--- src/rtl/vcfc_pkg.sv ---
package vcfc_pkg;

  localparam int FRAME_MAX     = 9;
  localparam int LEN_W         = 4;
  localparam int STORE_DEPTH   = 9;
  localparam int REPLY_MAX_DEF = 32;

  localparam logic [7:0] SYNC_BYTE = 8'hAA;
  localparam logic [7:0] HDR_BYTE  = 8'h55;
  localparam logic [7:0] VER1_CODE = 8'h01;
  localparam logic [7:0] VER2_CODE = 8'h09;
  localparam logic [7:0] RSV_BYTE  = 8'h01;
  localparam logic [7:0] CRC_POLY  = 8'hD5;

  localparam logic [2:0] CMD_GET   = 3'd1;
  localparam logic [2:0] CMD_POWER = 3'd2;
  localparam logic [2:0] CMD_CHAN  = 3'd3;
  localparam logic [2:0] CMD_FREQ  = 3'd4;
  localparam logic [2:0] CMD_MODE  = 3'd5;

  localparam logic [1:0] VER_UNKNOWN = 2'd0;
  localparam logic [1:0] VER_ONE     = 2'd1;
  localparam logic [1:0] VER_TWO     = 2'd2;

  localparam logic ACT_SEND  = 1'b0;
  localparam logic ACT_REPLY = 1'b1;

  localparam logic KIND_TX  = 1'b0;
  localparam logic KIND_RPT = 1'b1;

  typedef struct packed {
    logic [1:0]  version;
    logic [7:0]  channel;
    logic [7:0]  power;
    logic [7:0]  mode;
    logic [15:0] frequency;
  } settings_t;

  typedef logic [FRAME_MAX-1:0][7:0] frame_t;

  // crc-8 dvb-s2, msb first
  function automatic logic [7:0] crc_byte(input logic [7:0] crc, input logic [7:0] b);
    logic [7:0] c;
    c = crc ^ b;
    for (int i = 0; i < 8; i++) begin
      if (c[7]) begin
        c = {c[6:0], 1'b0} ^ CRC_POLY;
      end else begin
        c = {c[6:0], 1'b0};
      end
    end
    return c;
  endfunction

  function automatic logic [7:0] v1_power(input logic [1:0] idx);
    logic [7:0] p;
    case (idx)
      2'd0:    p = 8'd7;
      2'd1:    p = 8'd16;
      2'd2:    p = 8'd25;
      default: p = 8'd40;
    endcase
    return p;
  endfunction

endpackage

--- src/rtl/vtx_control_frame_codec_core.sv ---
// results: an accepted item goes to the pending register, then to the out_* registers
// throughput: a send item stalls the input until its 4, 7, 8 or 9 frame bytes move out,
//   one per cycle from the frame buffer when out is free; the last reply byte adds a report
// reset: synchronous active-low rst_n clears the stored settings, the reply store,
//   count and crc, and drops all pending results
module vtx_control_frame_codec_core #(
  parameter int REPLY_MAX = vcfc_pkg::REPLY_MAX_DEF
) (
  input  logic        clk,
  input  logic        rst_n,
  input  logic        in_valid,
  output logic        in_stall,
  input  logic        in_action,
  input  logic [2:0]  in_command,
  input  logic [15:0] in_value,
  input  logic [7:0]  in_reply_byte,
  input  logic        in_reply_last,
  output logic        out_valid,
  input  logic        out_stall,
  output logic        out_result_kind,
  output logic [7:0]  out_tx_byte,
  output logic        out_frame_end,
  output logic        out_reply_ok,
  output logic [1:0]  out_device_version,
  output logic [7:0]  out_channel_now,
  output logic [7:0]  out_power_now,
  output logic [7:0]  out_mode_now,
  output logic [15:0] out_frequency_now
);
  import vcfc_pkg::*;

  logic             accept;
  logic             out_free;
  logic             move;
  logic             pend_last;
  frame_t           fb;
  logic [LEN_W-1:0] fb_len;
  settings_t        set_cur;
  settings_t        set_nxt;
  logic             dec_ok;

  logic             pend_busy_r;
  logic             pend_kind_r;
  logic [LEN_W-1:0] pend_len_r;
  logic [LEN_W-1:0] pend_idx_r;
  frame_t           pend_frame_r;
  settings_t        pend_set_r;
  logic             pend_ok_r;

  logic             out_valid_r;
  logic             out_kind_r;
  logic [7:0]       out_byte_r;
  logic             out_end_r;
  logic             out_ok_r;
  settings_t        out_set_r;

  assign out_free  = !out_valid_r || !out_stall;
  assign move      = pend_busy_r && out_free;
  assign pend_last = (pend_idx_r + LEN_W'(1)) == pend_len_r;
  assign in_stall  = pend_busy_r && !(move && pend_last);
  assign accept    = in_valid && !in_stall;

  vcfc_frame_build u_frame (
    .cmd     (in_command),
    .value   (in_value),
    .version (set_cur.version),
    .frame   (fb),
    .len     (fb_len)
  );

  vcfc_reply_dec #(
    .REPLY_MAX (REPLY_MAX)
  ) u_dec (
    .clk     (clk),
    .rst_n   (rst_n),
    .byte_en (accept && in_action == ACT_REPLY),
    .cmd     (in_command),
    .rb      (in_reply_byte),
    .last    (in_reply_last),
    .set_cur (set_cur),
    .set_nxt (set_nxt),
    .ok      (dec_ok)
  );

  // pending item: a whole frame or one report, drained one result per cycle while out is free
  always_ff @(posedge clk) begin
    if (!rst_n) begin
      pend_busy_r <= 1'b0;
      pend_idx_r  <= '0;
    end else begin
      if (move) begin
        pend_idx_r <= pend_idx_r + LEN_W'(1);
        if (pend_last) begin
          pend_busy_r <= 1'b0;
        end
      end
      if (accept && (in_action == ACT_SEND || in_reply_last)) begin
        pend_busy_r <= 1'b1;
        pend_idx_r  <= '0;
      end
    end
  end

  always_ff @(posedge clk) begin
    if (accept) begin
      if (in_action == ACT_SEND) begin
        pend_kind_r  <= KIND_TX;
        pend_len_r   <= fb_len;
        pend_frame_r <= fb;
      end else begin
        pend_kind_r  <= KIND_RPT;
        pend_len_r   <= LEN_W'(1);
      end
      pend_set_r <= set_nxt;
      pend_ok_r  <= dec_ok;
    end
  end

  always_ff @(posedge clk) begin
    if (!rst_n) begin
      out_valid_r <= 1'b0;
    end else if (out_free) begin
      out_valid_r <= pend_busy_r;
    end
  end

  always_ff @(posedge clk) begin
    if (move) begin
      out_kind_r <= pend_kind_r;
      if (pend_kind_r == KIND_TX) begin
        out_byte_r <= pend_frame_r[pend_idx_r];
        out_end_r  <= pend_last;
        out_ok_r   <= 1'b0;
        out_set_r  <= '0;
      end else begin
        out_byte_r <= 8'd0;
        out_end_r  <= 1'b0;
        out_ok_r   <= pend_ok_r;
        out_set_r  <= pend_set_r;
      end
    end
  end

  assign out_valid          = out_valid_r;
  assign out_result_kind    = out_kind_r;
  assign out_tx_byte        = out_byte_r;
  assign out_frame_end      = out_end_r;
  assign out_reply_ok       = out_ok_r;
  assign out_device_version = out_set_r.version;
  assign out_channel_now    = out_set_r.channel;
  assign out_power_now      = out_set_r.power;
  assign out_mode_now       = out_set_r.mode;
  assign out_frequency_now  = out_set_r.frequency;

endmodule

--- src/rtl/vcfc_frame_build.sv ---
module vcfc_frame_build (
  input  logic [2:0]                 cmd,
  input  logic [15:0]                value,
  input  logic [1:0]                 version,
  output vcfc_pkg::frame_t           frame,
  output logic [vcfc_pkg::LEN_W-1:0] len
);
  import vcfc_pkg::*;

  logic [7:0] cmd_byte;
  logic [7:0] len_byte;
  logic [7:0] p0;
  logic [7:0] p1;
  logic [7:0] c3;
  logic [7:0] c4;
  logic [7:0] c5;
  logic [7:0] c6;

  assign cmd_byte = {4'd0, cmd, 1'b1};
  assign c3 = crc_byte(crc_byte(crc_byte(8'd0, SYNC_BYTE), HDR_BYTE), cmd_byte);
  assign c4 = crc_byte(c3, len_byte);
  assign c5 = crc_byte(c4, p0);
  assign c6 = crc_byte(c5, p1);

  always_comb begin
    len_byte = 8'd0;
    p0       = 8'd0;
    p1       = 8'd0;
    case (cmd)
      CMD_POWER: begin
        len_byte = 8'd1;
        p0       = (version == VER_ONE) ? v1_power(value[1:0]) : value[7:0];
      end
      CMD_CHAN, CMD_MODE: begin
        len_byte = 8'd1;
        p0       = value[7:0];
      end
      CMD_FREQ: begin
        len_byte = 8'd2;
        p0       = value[15:8];
        p1       = value[7:0];
      end
      default: begin
        len_byte = 8'd0;
      end
    endcase
  end

  always_comb begin
    frame    = '0;
    frame[1] = SYNC_BYTE;
    frame[2] = HDR_BYTE;
    frame[3] = cmd_byte;
    len      = LEN_W'(4);
    case (cmd)
      CMD_GET: begin
        frame[4] = len_byte;
        frame[5] = c4;
        len      = LEN_W'(7);
      end
      CMD_POWER, CMD_CHAN: begin
        frame[4] = len_byte;
        frame[5] = p0;
        frame[6] = c5;
        len      = LEN_W'(8);
      end
      CMD_MODE: begin
        // mode exists only on version two units, else header only
        if (version == VER_TWO) begin
          frame[4] = len_byte;
          frame[5] = p0;
          frame[6] = c5;
          len      = LEN_W'(8);
        end
      end
      CMD_FREQ: begin
        frame[4] = len_byte;
        frame[5] = p0;
        frame[6] = p1;
        frame[7] = c6;
        len      = LEN_W'(9);
      end
      default: begin
        len = LEN_W'(4);
      end
    endcase
  end

endmodule

--- src/rtl/vcfc_reply_dec.sv ---
module vcfc_reply_dec #(
  parameter int REPLY_MAX = vcfc_pkg::REPLY_MAX_DEF
) (
  input  logic                clk,
  input  logic                rst_n,
  input  logic                byte_en,
  input  logic [2:0]          cmd,
  input  logic [7:0]          rb,
  input  logic                last,
  output vcfc_pkg::settings_t set_cur,
  output vcfc_pkg::settings_t set_nxt,
  output logic                ok
);
  import vcfc_pkg::*;

  localparam int CW = $clog2(REPLY_MAX + 1);

  logic [7:0]    store_r [STORE_DEPTH];
  logic [CW-1:0] count_r;
  logic [7:0]    crc_r;
  settings_t     set_r;
  logic [7:0]    s [STORE_DEPTH];
  logic          framed;
  logic          crc_ok;
  logic          echo_ok;
  logic [1:0]    ver;

  assign set_cur = set_r;

  // final byte overlays its own slot
  always_comb begin
    for (int i = 0; i < STORE_DEPTH; i++) begin
      s[i] = (count_r == CW'(i)) ? rb : store_r[i];
    end
  end

  assign framed  = (s[0] == SYNC_BYTE) && (s[1] == HDR_BYTE);
  assign crc_ok  = (rb == crc_r);
  assign echo_ok = framed && (s[2] == {5'd0, cmd}) && (s[3] == {5'd0, cmd}) && crc_ok;

  always_comb begin
    if (s[2] == VER1_CODE) begin
      ver = VER_ONE;
    end else if (s[2] == VER2_CODE) begin
      ver = VER_TWO;
    end else begin
      ver = VER_UNKNOWN;
    end
  end

  always_comb begin
    set_nxt = set_r;
    ok      = 1'b0;
    case (cmd)
      CMD_GET: begin
        if (framed) begin
          set_nxt.version = ver;
          if (ver != VER_UNKNOWN && s[3] >= 8'd2) begin
            set_nxt.channel   = s[4];
            set_nxt.power     = s[5];
            set_nxt.mode      = s[6];
            set_nxt.frequency = {s[7], s[8]};
            ok                = crc_ok;
          end
        end
      end
      CMD_POWER: begin
        if (echo_ok && s[5] == RSV_BYTE) begin
          set_nxt.power = s[4];
          ok            = 1'b1;
        end
      end
      CMD_CHAN: begin
        if (echo_ok && s[5] == RSV_BYTE) begin
          set_nxt.channel = s[4];
          ok              = 1'b1;
        end
      end
      CMD_FREQ: begin
        if (echo_ok && s[6] == RSV_BYTE) begin
          set_nxt.frequency = {s[4], s[5]};
          ok                = 1'b1;
        end
      end
      default: begin
        ok = 1'b0;
      end
    endcase
  end

  always_ff @(posedge clk) begin
    if (!rst_n) begin
      count_r <= '0;
      crc_r   <= '0;
      set_r   <= '0;
      for (int i = 0; i < STORE_DEPTH; i++) begin
        store_r[i] <= '0;
      end
    end else if (byte_en) begin
      if (last) begin
        count_r <= '0;
        crc_r   <= '0;
        set_r   <= set_nxt;
        for (int i = 0; i < STORE_DEPTH; i++) begin
          store_r[i] <= '0;
        end
      end else if (count_r < CW'(REPLY_MAX)) begin
        for (int i = 0; i < STORE_DEPTH; i++) begin
          if (count_r == CW'(i)) begin
            store_r[i] <= rb;
          end
        end
        if (count_r >= CW'(2)) begin
          crc_r <= crc_byte(crc_r, rb);
        end
        count_r <= count_r + CW'(1);
      end
    end
  end

endmodule

--- config.mk ---
export PLATFORM = sky130hd
export DESIGN_NAME = vtx_control_frame_codec_core
export DESIGN_NICKNAME = d
export VERILOG_FILES = /design/src/rtl/vcfc_pkg.sv /design/src/rtl/vtx_control_frame_codec_core.sv /design/src/rtl/vcfc_frame_build.sv /design/src/rtl/vcfc_reply_dec.sv
export SDC_FILE = /design/constraint.sdc
export NUM_CORES = 1
export LEC_CHECK = 0
export ABC_AREA = 0
export BUFFER_PORTS_ARGS = -buffer_cell sky130_fd_sc_hd__buf_2
export CORE_ASPECT_RATIO = 0.8
export CORE_MARGIN = 1.5
export CORE_UTILIZATION = 30
export DETAILED_ROUTE_END_ITERATION = 6
export PLACE_DENSITY_LB_ADDON = 0.3
export SLEW_MARGIN = 30
export SYNTH_ARGS = -nofsm -noshare
export SYNTH_HDL_FRONTEND = slang
export SYNTH_HIERARCHICAL = 1
export SYNTH_SLANG_ARGS = --single-unit
--- constraint.sdc ---
create_clock -name clk -period 4 [get_ports clk]
set_input_delay 0.2 -clock clk [delete_from_list [all_inputs] [get_ports clk]]
set_output_delay 0.2 -clock clk [all_outputs]
set_load 0.005 [all_outputs]
Yosys cells after proc, flatten, opt, wreduce, memory -nomap -nowiden
Memories as Yosys holds them, arrays and structs flattened.
Cells that the tools add are included.
W data, S select, Z words.
- flip-flop bits (word level): 198
- bits in writable memories: 72
- input bits: 33
- output and inout port bits: 55
- logic and storage cells: 368
- memories kept: 1
- add/subtract/negate cells: 2
- order comparisons: 4
- eq/ne operators: 27
- mux-type cells: 199
- bitwise operators: 65
- reductions and logical operators: 37
- memory list (name ; depth ; width ; rd ports ; clocked after memory_dff ; wr ports ; RTL line ; source):
    u_dec.store_r ; 9 ; 8 ; 9 ; 0 ; 9 ; vcfc_reply_dec.sv:18 ; logic [7:0] store_r [STORE_DEPTH];
- operator list (cell ; number):
    $mux W8 ; 111
    $not A5 Y5 ; 39
    $mux W1 ; 67
    $pmux W16 S3 ; 1
    $pmux W8 S3 ; 2
    $mux W42 ; 1
    $mux W40 ; 1
    $bmux W8 S4 ; 1
    $pmux W16 S2 ; 1
    $pmux W8 S2 ; 2
    $eq A6 B3 Y1 const B ; 4
    $eq A8 B1 Y1 const B ; 3
    $mux W24 ; 1
    $xor A8 B8 Y8 ; 3
    $or A1 B1 Y1 ; 18
    $pmux W6 S3 ; 1
    $eq A8 B3 Y1 ; 2
    $mux W16 ; 1
    $pmux W4 S4 ; 1
    $logic_and A1 B1 Y1 ; 13
    $eq A6 B2 Y1 const B ; 2
    $mux W6 ; 2
    $reduce_and A2 Y1 ; 5
    $reduce_bool A2 Y1 ; 5
    33 further kinds ; 47

Longest topological paths before layout
Gate-level depths: netlist (run 1).
- depth in word-level cells: 68
- mapped depth: 12
- gate-level depth less buffers: 11

Cells and area by module
The synthesis (run 1) kept the hierarchy.
- by module, submodules not included (module ; times used ; cells an instance ; area each (µm²) ; seq. area each (µm²)):
    vcfc_reply_dec ; 1 ; 679 ; 7158.1 ; 3283.1
    vtx_control_frame_codec_core ; 1 ; 336 ; 6497.5 ; 5315.1
    vcfc_frame_build ; 1 ; 245 ; 1865.5 ; 0.0

Worst setup path after synthesis (run 1)
Ideal clock, no wire load.
- path type: reg-to-reg
- start: register pend_busy_r
- end: register pend_idx_r[2]
- library setup time: 126 ps
- arrival: 3604 ps
- required time: 3874 ps
- path slack: 271 ps
- stages on the path, launching flop included: 5
- buffers on the path: 0
- clock period less this slack: 3729 ps
- cell sequence: dfxtp_1 -> a21boi_1 -> nand2_1 -> xor2_1 -> nor2_1
- longest elaborated chain between the ends: 8
- ends and longest elaborated chain (element ; RTL line ; source):
    start: declaration ; vtx_control_frame_codec_core.sv:42 ; logic pend_busy_r;
    start signal: assignment ; vtx_control_frame_codec_core.sv:88 ; pend_busy_r <= 1'b0;
    start signal: assignment ; vtx_control_frame_codec_core.sv:94 ; pend_busy_r <= 1'b0;
    start signal: assignment ; vtx_control_frame_codec_core.sv:98 ; pend_busy_r <= 1'b1;
    $logic_and A1 B1 Y1 (*) ; vtx_control_frame_codec_core.sv:58 ; assign move = pend_busy_r && out_free;
    named net move ; vtx_control_frame_codec_core.sv:34 ; logic move;
    $logic_and A1 B1 Y1 ; vtx_control_frame_codec_core.sv:60 ; assign in_stall = pend_busy_r && !(move && pend_last);
    $logic_not A1 Y1 ; vtx_control_frame_codec_core.sv:60 ;
    $logic_and A1 B1 Y1 ; vtx_control_frame_codec_core.sv:60 ;
    $logic_not A1 Y1 ; vtx_control_frame_codec_core.sv:61 ; assign accept = in_valid && !in_stall;
    $logic_and A1 B1 Y1 ; vtx_control_frame_codec_core.sv:61 ;
    $logic_and A1 B1 Y1 ; vtx_control_frame_codec_core.sv:97 ; if (accept && (in_action == ACT_SEND || in_reply_last)) begin
    $reduce_or A2 Y1 (no source line) ; - ;
    end signal: assignment ; vtx_control_frame_codec_core.sv:92 ; pend_idx_r <= pend_idx_r + LEN_W'(1);
    end: declaration ; vtx_control_frame_codec_core.sv:45 ; logic [LEN_W-1:0] pend_idx_r;
Mark *: on every way through the listed nets, which the timed path passes. The rest lies on a longest branch.
A chain may end at the register's enable or synchronous reset.

==> results of run 1 <==
## how the worst max path moves through the flow
stage	startpoint	endpoint	slack [ns]	cells after the start
after floorplan	pend_busy_r	pend_idx_r[2]	0.27	4
after global placement	in_command[2]	pend_frame_r[56]	0.57	9
after detailed placement	in_command[2]	pend_frame_r[56]	0.55	9
after CTS	u_dec/crc_r[7]	pend_set_r[2]	0.57	10
after global routing	u_dec/count_r[1]	pend_set_r[0]	0.36	9
final	u_dec/crc_r[7]	pend_set_r[6]	0.50	10
## worst register-to-register path, stage by stage (launching register included)
cell and delay, ns:
dfxtp_1 0.32, xnor2_1 0.33, ha_1 0.22, inv_1 0.03, or4bb_1 0.59, nor4_1 0.38
nor4b_4 0.46, nand2_2 0.14, buf_4 0.27, o32ai_1 0.50, a21o_1 0.13
## stage by stage
stage          hold WS [ns]   util
2_1_floorplan         0.299      -
3_3_place_gp          0.441  0.324
3_5_place_dp          0.453  0.324
4_1_cts              0.0129  0.348
5_1_grt              0.0271  0.348
6_report             0.0569  0.348
## per-layer routing
layer | vias up | wire length (um) | share of wire | GRT usage
met1 | 5064 | 19800 | 0.50 | 0.223
met4 | 6 | 715 | 0.018 | 0.0414
met5 | - | 100 | 0.0025 | 0.0102
met3 | 54 | 2580 | 0.064 | 0.0308
li1 | 4816 | - | - | -
met2 | 316 | 16800 | 0.42 | 0.218
## where the power goes
group / internal (mW) / switching, mW / total [mW]
logic: 0.417 / 0.554 / 0.971
registers: 3.62 / 0.0498 / 3.67
clock network: 1.90 / 1.33 / 3.23
## final cells by class
cell class / instances / share of cell area
tap: 684 / 0.0481
inverter: 33 / 0.00696
clock inverter: 18 / 0.0131
timing repair buffer: 131 / 0.0450
sequential: 307 / 0.483
multi-input combinational: 831 / 0.350
clock buffer: 46 / 0.0532
antenna: 3 / 0.000422
## kinds of logic (layout without fill, tap and decap cells)
kind of cell,after synthesis,after routing,share of synthesized area
compound gates,255,255,0.127
other cells,2,46,0.000484
buf+inv,163,228,0.0559
simple gates,355,355,0.136
mux,76,76,0.0573
fa+ha+maj,10,10,0.00806
xor+xnor,92,92,0.0621
flops,307,307,0.554
## placed cells by master, fill, tap and decap left out, types with 8 or more instances in the layout
cell type	n
a2bb2oi_1	9
dfxtp_1	62
a22o_1	13
and3_1	21
edfxtp_1	245
nand3_1	31
nand2_1	51
o32ai_2	10
o31ai_1	9
nand2b_1	16
xor2_1	27
buf_4	40
buf_2	86
conb_1	43
mux2i_1	48
o21ai_0	29
and4_1	18
nor2_1	54
a21oi_1	30
nor3_1	8
or3_1	10
o32ai_1	8
mux4_2	8
nand4_1	13
ha_1	10
a22oi_1	13
nor2b_1	17
mux2_2	19
o22ai_1	27
and2_1	59
inv_1	33
a21o_1	34
a211o_1	17
clkbuf_16	35
xnor2_1	53
clkbuf_1	8
## registers in the layout, summed over array words and instances (netlist names), 2 cells and up
| name | count |
|---|---|
| out_channel_now | 8 |
| out_device_version | 2 |
| out_frequency_now | 16 |
| out_mode_now | 8 |
| out_power_now | 8 |
| out_tx_byte | 8 |
| pend_frame_r | 72 |
| pend_idx_r | 4 |
| pend_len_r | 4 |
| pend_set_r | 42 |
| u_dec/count_r | 6 |
| u_dec/crc_r | 8 |
| u_dec/set_cur | 42 |
| u_dec/store_r | 72 |
## repair_timing
| action | CTS | global route |
|---|---|---|
| setup buffers | 0 | 0 |
| hold buffers | 3 | 0 |
| endpoints found under the hold margin | 5 | 0 |
==> flow_metrics.tcl, run 1 <==
set metrics [dict create \
    insertion_delay_ns 0.56 \
    fin_ws_ns 0.503 \
    slew_viol_final 0 \
    placed_area_um2 16600 \
    ys_seq_area_frac 0.554 \
    grt_max_degree 73 \
    grt_pass1_vias 10100 \
    crit_path_end_kind "flop" \
    critPathMaxStageDelay_ns 0.59 \
    viasPerCell 5.00 \
    fin_cells 2053 \
    port_buffers 87 \
    power.density_nw_per_um2 442 \
    grt_pass1_wl_mm 61.4 \
    status "completed" \
    start_util 0.304 \
    drt_iter0_drc 929 \
    final_area_um2 17800 \
    die_height_um 206 \
    cts_resized 0 \
    netlist.area_leader.share 0.474 \
    syn_to_final_growth_pct 14.7 \
    r2r_start "u_dec/crc_r[7]" \
    die_area_um2 53100 \
    fill_cells 5131 \
    fmax_mhz 286 \
    yosys.area.top_type "edfxtp_1" \
    fin_nets 1382 \
    overflow 0 \
    wl_per_cell_um 19.5 \
    cts_sinks 307 \
    crit_type "reg -> reg" \
    wirelength_mm 40.0 \
    hold_depth 2 \
    cts_max_path_buffers 3 \
    hold_end "pend_frame_r[53]" \
    yosysMostFrequentCell "edfxtp_1" \
    die_w_um 257 \
    clkTransAtPathRegs_ns 0.06 \
    rows 74 \
    cp_slowest_cell "or4bb_1" \
    globalRouteTotalUtil 0.150 \
    worstPathCellList "xnor2_1 -> ha_1 -> inv_1 -> or4bb_1 -> nor4_1 -> nor4b_4 -> nand2_2 -> buf_4 -> o32ai_1 -> a21o_1" \
    maxCapViolCount 0 \
    rrSetupSlack_ns 0.50 \
    r2r_cells 10 \
    pre_cts_slack_ns 0.553 \
    hpwlAfterDp_mm 27.7 \
    gp_congestion 0.898 \
    drc 0 \
    synth_area_leaders "edfxtp_1, dfxtp_1, mux2i_1" \
    path_buf_inv 2 \
    skew_ns 0.0224 \
    vias 10300 \
    path_max_fanout 17 \
    startpoint_type "flop" \
    crit_family "simple AND/OR/NAND/NOR gates" \
    core_area_um2 51100 \
    synth_ff_type "edfxtp_1" \
    setup_viol 0 \
    multiInputGateArea_um2 6230 \
    cts_buffers 35 \
    hold_start "in_value[5]" \
    cts_tree "done" \
    yosysUniqueCellTypes 98 \
    leakage_nw 6.91 \
    syn_inst 1260 \
    finalCriticalPeriod_ns 3.50 \
    async_reset_ff_frac 0 \
    ir_worst_vdd_v 0.000275 \
    hold_path.class "in -> reg" \
    clock-root-buffer "clkbuf_16" \
    total_power_mw 7.87 \
    worst_pin_slew_ns 0.980 \
    avgSynthCellArea_um2 12.3 \
    place_inst 1983 \
    synth_area_um2 15500 \
    drtAntennaViolNets 0 \
    dr.pass1.iters 7 \
    antenna_found_initial 6 \
    r2r_end "pend_set_r[6]" \
    yosysWarnings 6 \
    io_pins 88 \
    drive_above_1_share 0.187 \
    post-route-period-util 0.874 \
    hold_viol_final 0 \
    seq_area_um2 8600 \
    required_ns 4.42 \
    synth_edf_count 245 \
    ys_top_cells_by_count "edfxtp_1, dfxtp_1, and2_1" \
    cts_max_level 2 \
    rsz0062_at_grt "false" \
    max-slew-margin-rel 0.328 \
    critPathArrivalTime_ns 3.91 \
    setup_tns_ns 0 \
    synth-seq-cells 307 \
]
(Power assumes the default switching activity.)
==> run 2: changes to the inputs <==
--- a/config.mk
+++ b/config.mk
@@ -8,7 +8,7 @@
 export ABC_AREA = 0
 export BUFFER_PORTS_ARGS = -buffer_cell sky130_fd_sc_hd__buf_2
 export CORE_ASPECT_RATIO = 0.8
-export CORE_MARGIN = 1.5
+export CORE_MARGIN = 5
 export CORE_UTILIZATION = 30
 export DETAILED_ROUTE_END_ITERATION = 6
 export PLACE_DENSITY_LB_ADDON = 0.3
==> constraint.sdc (replaced) <==
create_clock -name clk -period 3 [get_ports clk]
set_input_delay 0.15 -clock clk [delete_from_list [all_inputs] [get_ports clk]]
set_output_delay 0.15 -clock clk [all_outputs]
set_load 0.005 [all_outputs]
==> run 2 against run 1 <==
The flow now finishes with violations (negative setup slack). Flip-flop and latch count stayed put. Final area is 6.6% higher. Clock power is 26% higher. Die area is 6.2% higher. Clock skew is 0.0037 ns lower. Critical path depth is 3 lower. Sequential share of layout area is 3.0 points lower. Core utilization is 2.3 points higher. Sequential power is 33% higher. Cell count is 6.3% higher. Hold slack better by 0.020 ns. Largest cell class unchanged. Largest power group unchanged. Highest routed layer unchanged.
==> flow_metrics.tcl, run 2 (same netlist as run 1, synthesis figures left out) <==
set metrics [dict create \
    pre_cts_slack_ns -0.110 \
    cts_tree "done" \
    crit_type "reg -> reg" \
    skew_ns 0.0188 \
    wl_per_cell_um 19.0 \
    startpoint_type "flop" \
    finalCriticalPeriod_ns 3.03 \
    hpwlAfterDp_mm 29.4 \
    max-slew-margin-rel 0.503 \
    p_clk_frac 0.390 \
    final_common_cell "edfxtp_1" \
    worstPathCellList "or4_4 -> or4b_4 -> a211o_1 -> or4_4 -> o31ai_4 -> buf_6 -> mux2i_1" \
    fin_cells 2182 \
    fin_util 0.371 \
    seqPwrFrac 0.470 \
    clkTransAtPathRegs_ns 0.06 \
    grt_max_degree 49 \
    final_cell_mix "edfxtp_1, buf_4, buf_2" \
    cts_sinks 307 \
    drc 0 \
    ir_worst_vdd_v 0.000378 \
    clock-root-buffer "clkbuf_16" \
    globalRouteTotalUtil 0.142 \
    largest_registers "pend_frame_r (72), u_dec/store_r (72)" \
    hold_viol_final 0 \
    dr.pass1.iters 5 \
    pwr-share-comb 0.140 \
    cpMostUsedCell "or4_4" \
    rsz0062_at_grt "true" \
    required_ns 3.37 \
    path_buf_inv 1 \
    crit_family "simple AND/OR/NAND/NOR gates" \
    critPathMaxStageDelay_ns 0.56 \
    power.density_nw_per_um2 549 \
    cp_slowest_cell "or4_4" \
    viasPerCell 4.92 \
    cts_buffers 35 \
    die_height_um 213 \
    fin_nets 1514 \
    cts_max_level 2 \
    fin_ws_ns -0.0273 \
    timing.hold.ws_ns 0.0765 \
    path_max_fanout 5 \
    leakage_nw 7.59 \
    internal_power_mw 7.91 \
    core_area_um2 51100 \
    grt_pass1_wl_mm 62.9 \
    violations "negative setup slack" \
    hold_path.class "in -> reg" \
    start_util 0.304 \
    post-route-period-util 1.01 \
    slew_viol_final 0 \
    status "finished, violations left" \
    syn_to_final_growth_pct 22.3 \
    setup_viol 14 \
    place_inst 2106 \
    worst_pin_slew_ns 0.741 \
    die_area_um2 56400 \
    grt_pass1_vias 10600 \
    die_w_um 264 \
    wirelength_mm 41.5 \
    p_sw_frac 0.241 \
    rows 74 \
    maxCapViolCount 0 \
    fmax_mhz 330 \
    antenna_found_initial 5 \
    drt_iter0_drc 907 \
    io_pins 88 \
    crit_path_end_kind "flop" \
    netSwitchingPower_mw 2.51 \
    drive_above_1_share 0.276 \
    insertion_delay_ns 0.53 \
    drtAntennaViolNets 0 \
    cts_max_path_buffers 3 \
    port_buffers 87 \
    vias 10700 \
    gp_congestion 0.886 \
    overflow 0 \
    critPathArrivalTime_ns 3.40 \
]
## run 2: cell type report
class / instances / area [um^2]
tap: 684 / 856
timing repair buffer: 262 / 1880
clock inverter: 15 / 101
sequential: 307 / 8600
clock buffer: 47 / 992
inverter: 33 / 124
fill: 5012 / 32100
multi-input combinational: 832 / 6420
antenna: 2 / 5.00
## run 2: worst reg2reg max path, stage by stage (launching register included)
cell      delay, ns
edfxtp_1       0.36
or4_4          0.56
or4b_4         0.56
a211o_1        0.29
or4_4          0.46
o31ai_4        0.27
buf_6          0.18
mux2i_1        0.20
## run 2: repair_timing
item,4_1_cts,5_1_grt
endpoints found under the hold margin,6,0
hold buffers,3,0
pin swaps,2,14
gates resized for setup,11,34
setup endpoints to repair,61,77
gates cloned,1,4
setup buffers,0,5
## run 2: power groups by stage
stage / Sequential (mW) / Combinational [mW] / Clock [mW]
after floorplan: 4.97 / 0.963 / 0
after global placement: 4.98 / 1.43 / 0
after detailed placement: 4.99 / 1.44 / 0
after CTS: 4.90 / 1.45 / 4.19
after global routing: 4.91 / 1.58 / 4.36
final: 4.89 / 1.46 / 4.06
## run 2: path summary, 6_finish.rpt
check | start | to | slack [ns] | cells after the start
hold / removal | in_value[14] | pend_frame_r[46] | 0.08 | 3
hold reg to reg | u_dec/set_cur[39] | u_dec/set_cur[39] | 0.47 | 2
setup / recovery | u_dec/store_r[0][20] | pend_set_r[33] | -0.03 | 7
setup reg to reg | u_dec/store_r[0][20] | pend_set_r[33] | -0.03 | 7
## run 2: metal layers
layer	GRT usage	up-vias	share of wire
met5	0	-	0.00051
met4	0.0389	4	0.021
met3	0.0288	51	0.066
met2	0.209	293	0.42
met1	0.214	5324	0.49
li1	-	5073	-
## run 2: through the flow
stage	TNS (ns)	instance area [um^2]	power [mW]
CTS	-0.00674	18800	10.5
finish	-0.132	19000	10.4
global placement	-0.871	17600	6.41
floorplan	0	15700	5.94
global route	-1.62	19000	10.9
detailed placement	-2.82	17600	6.43
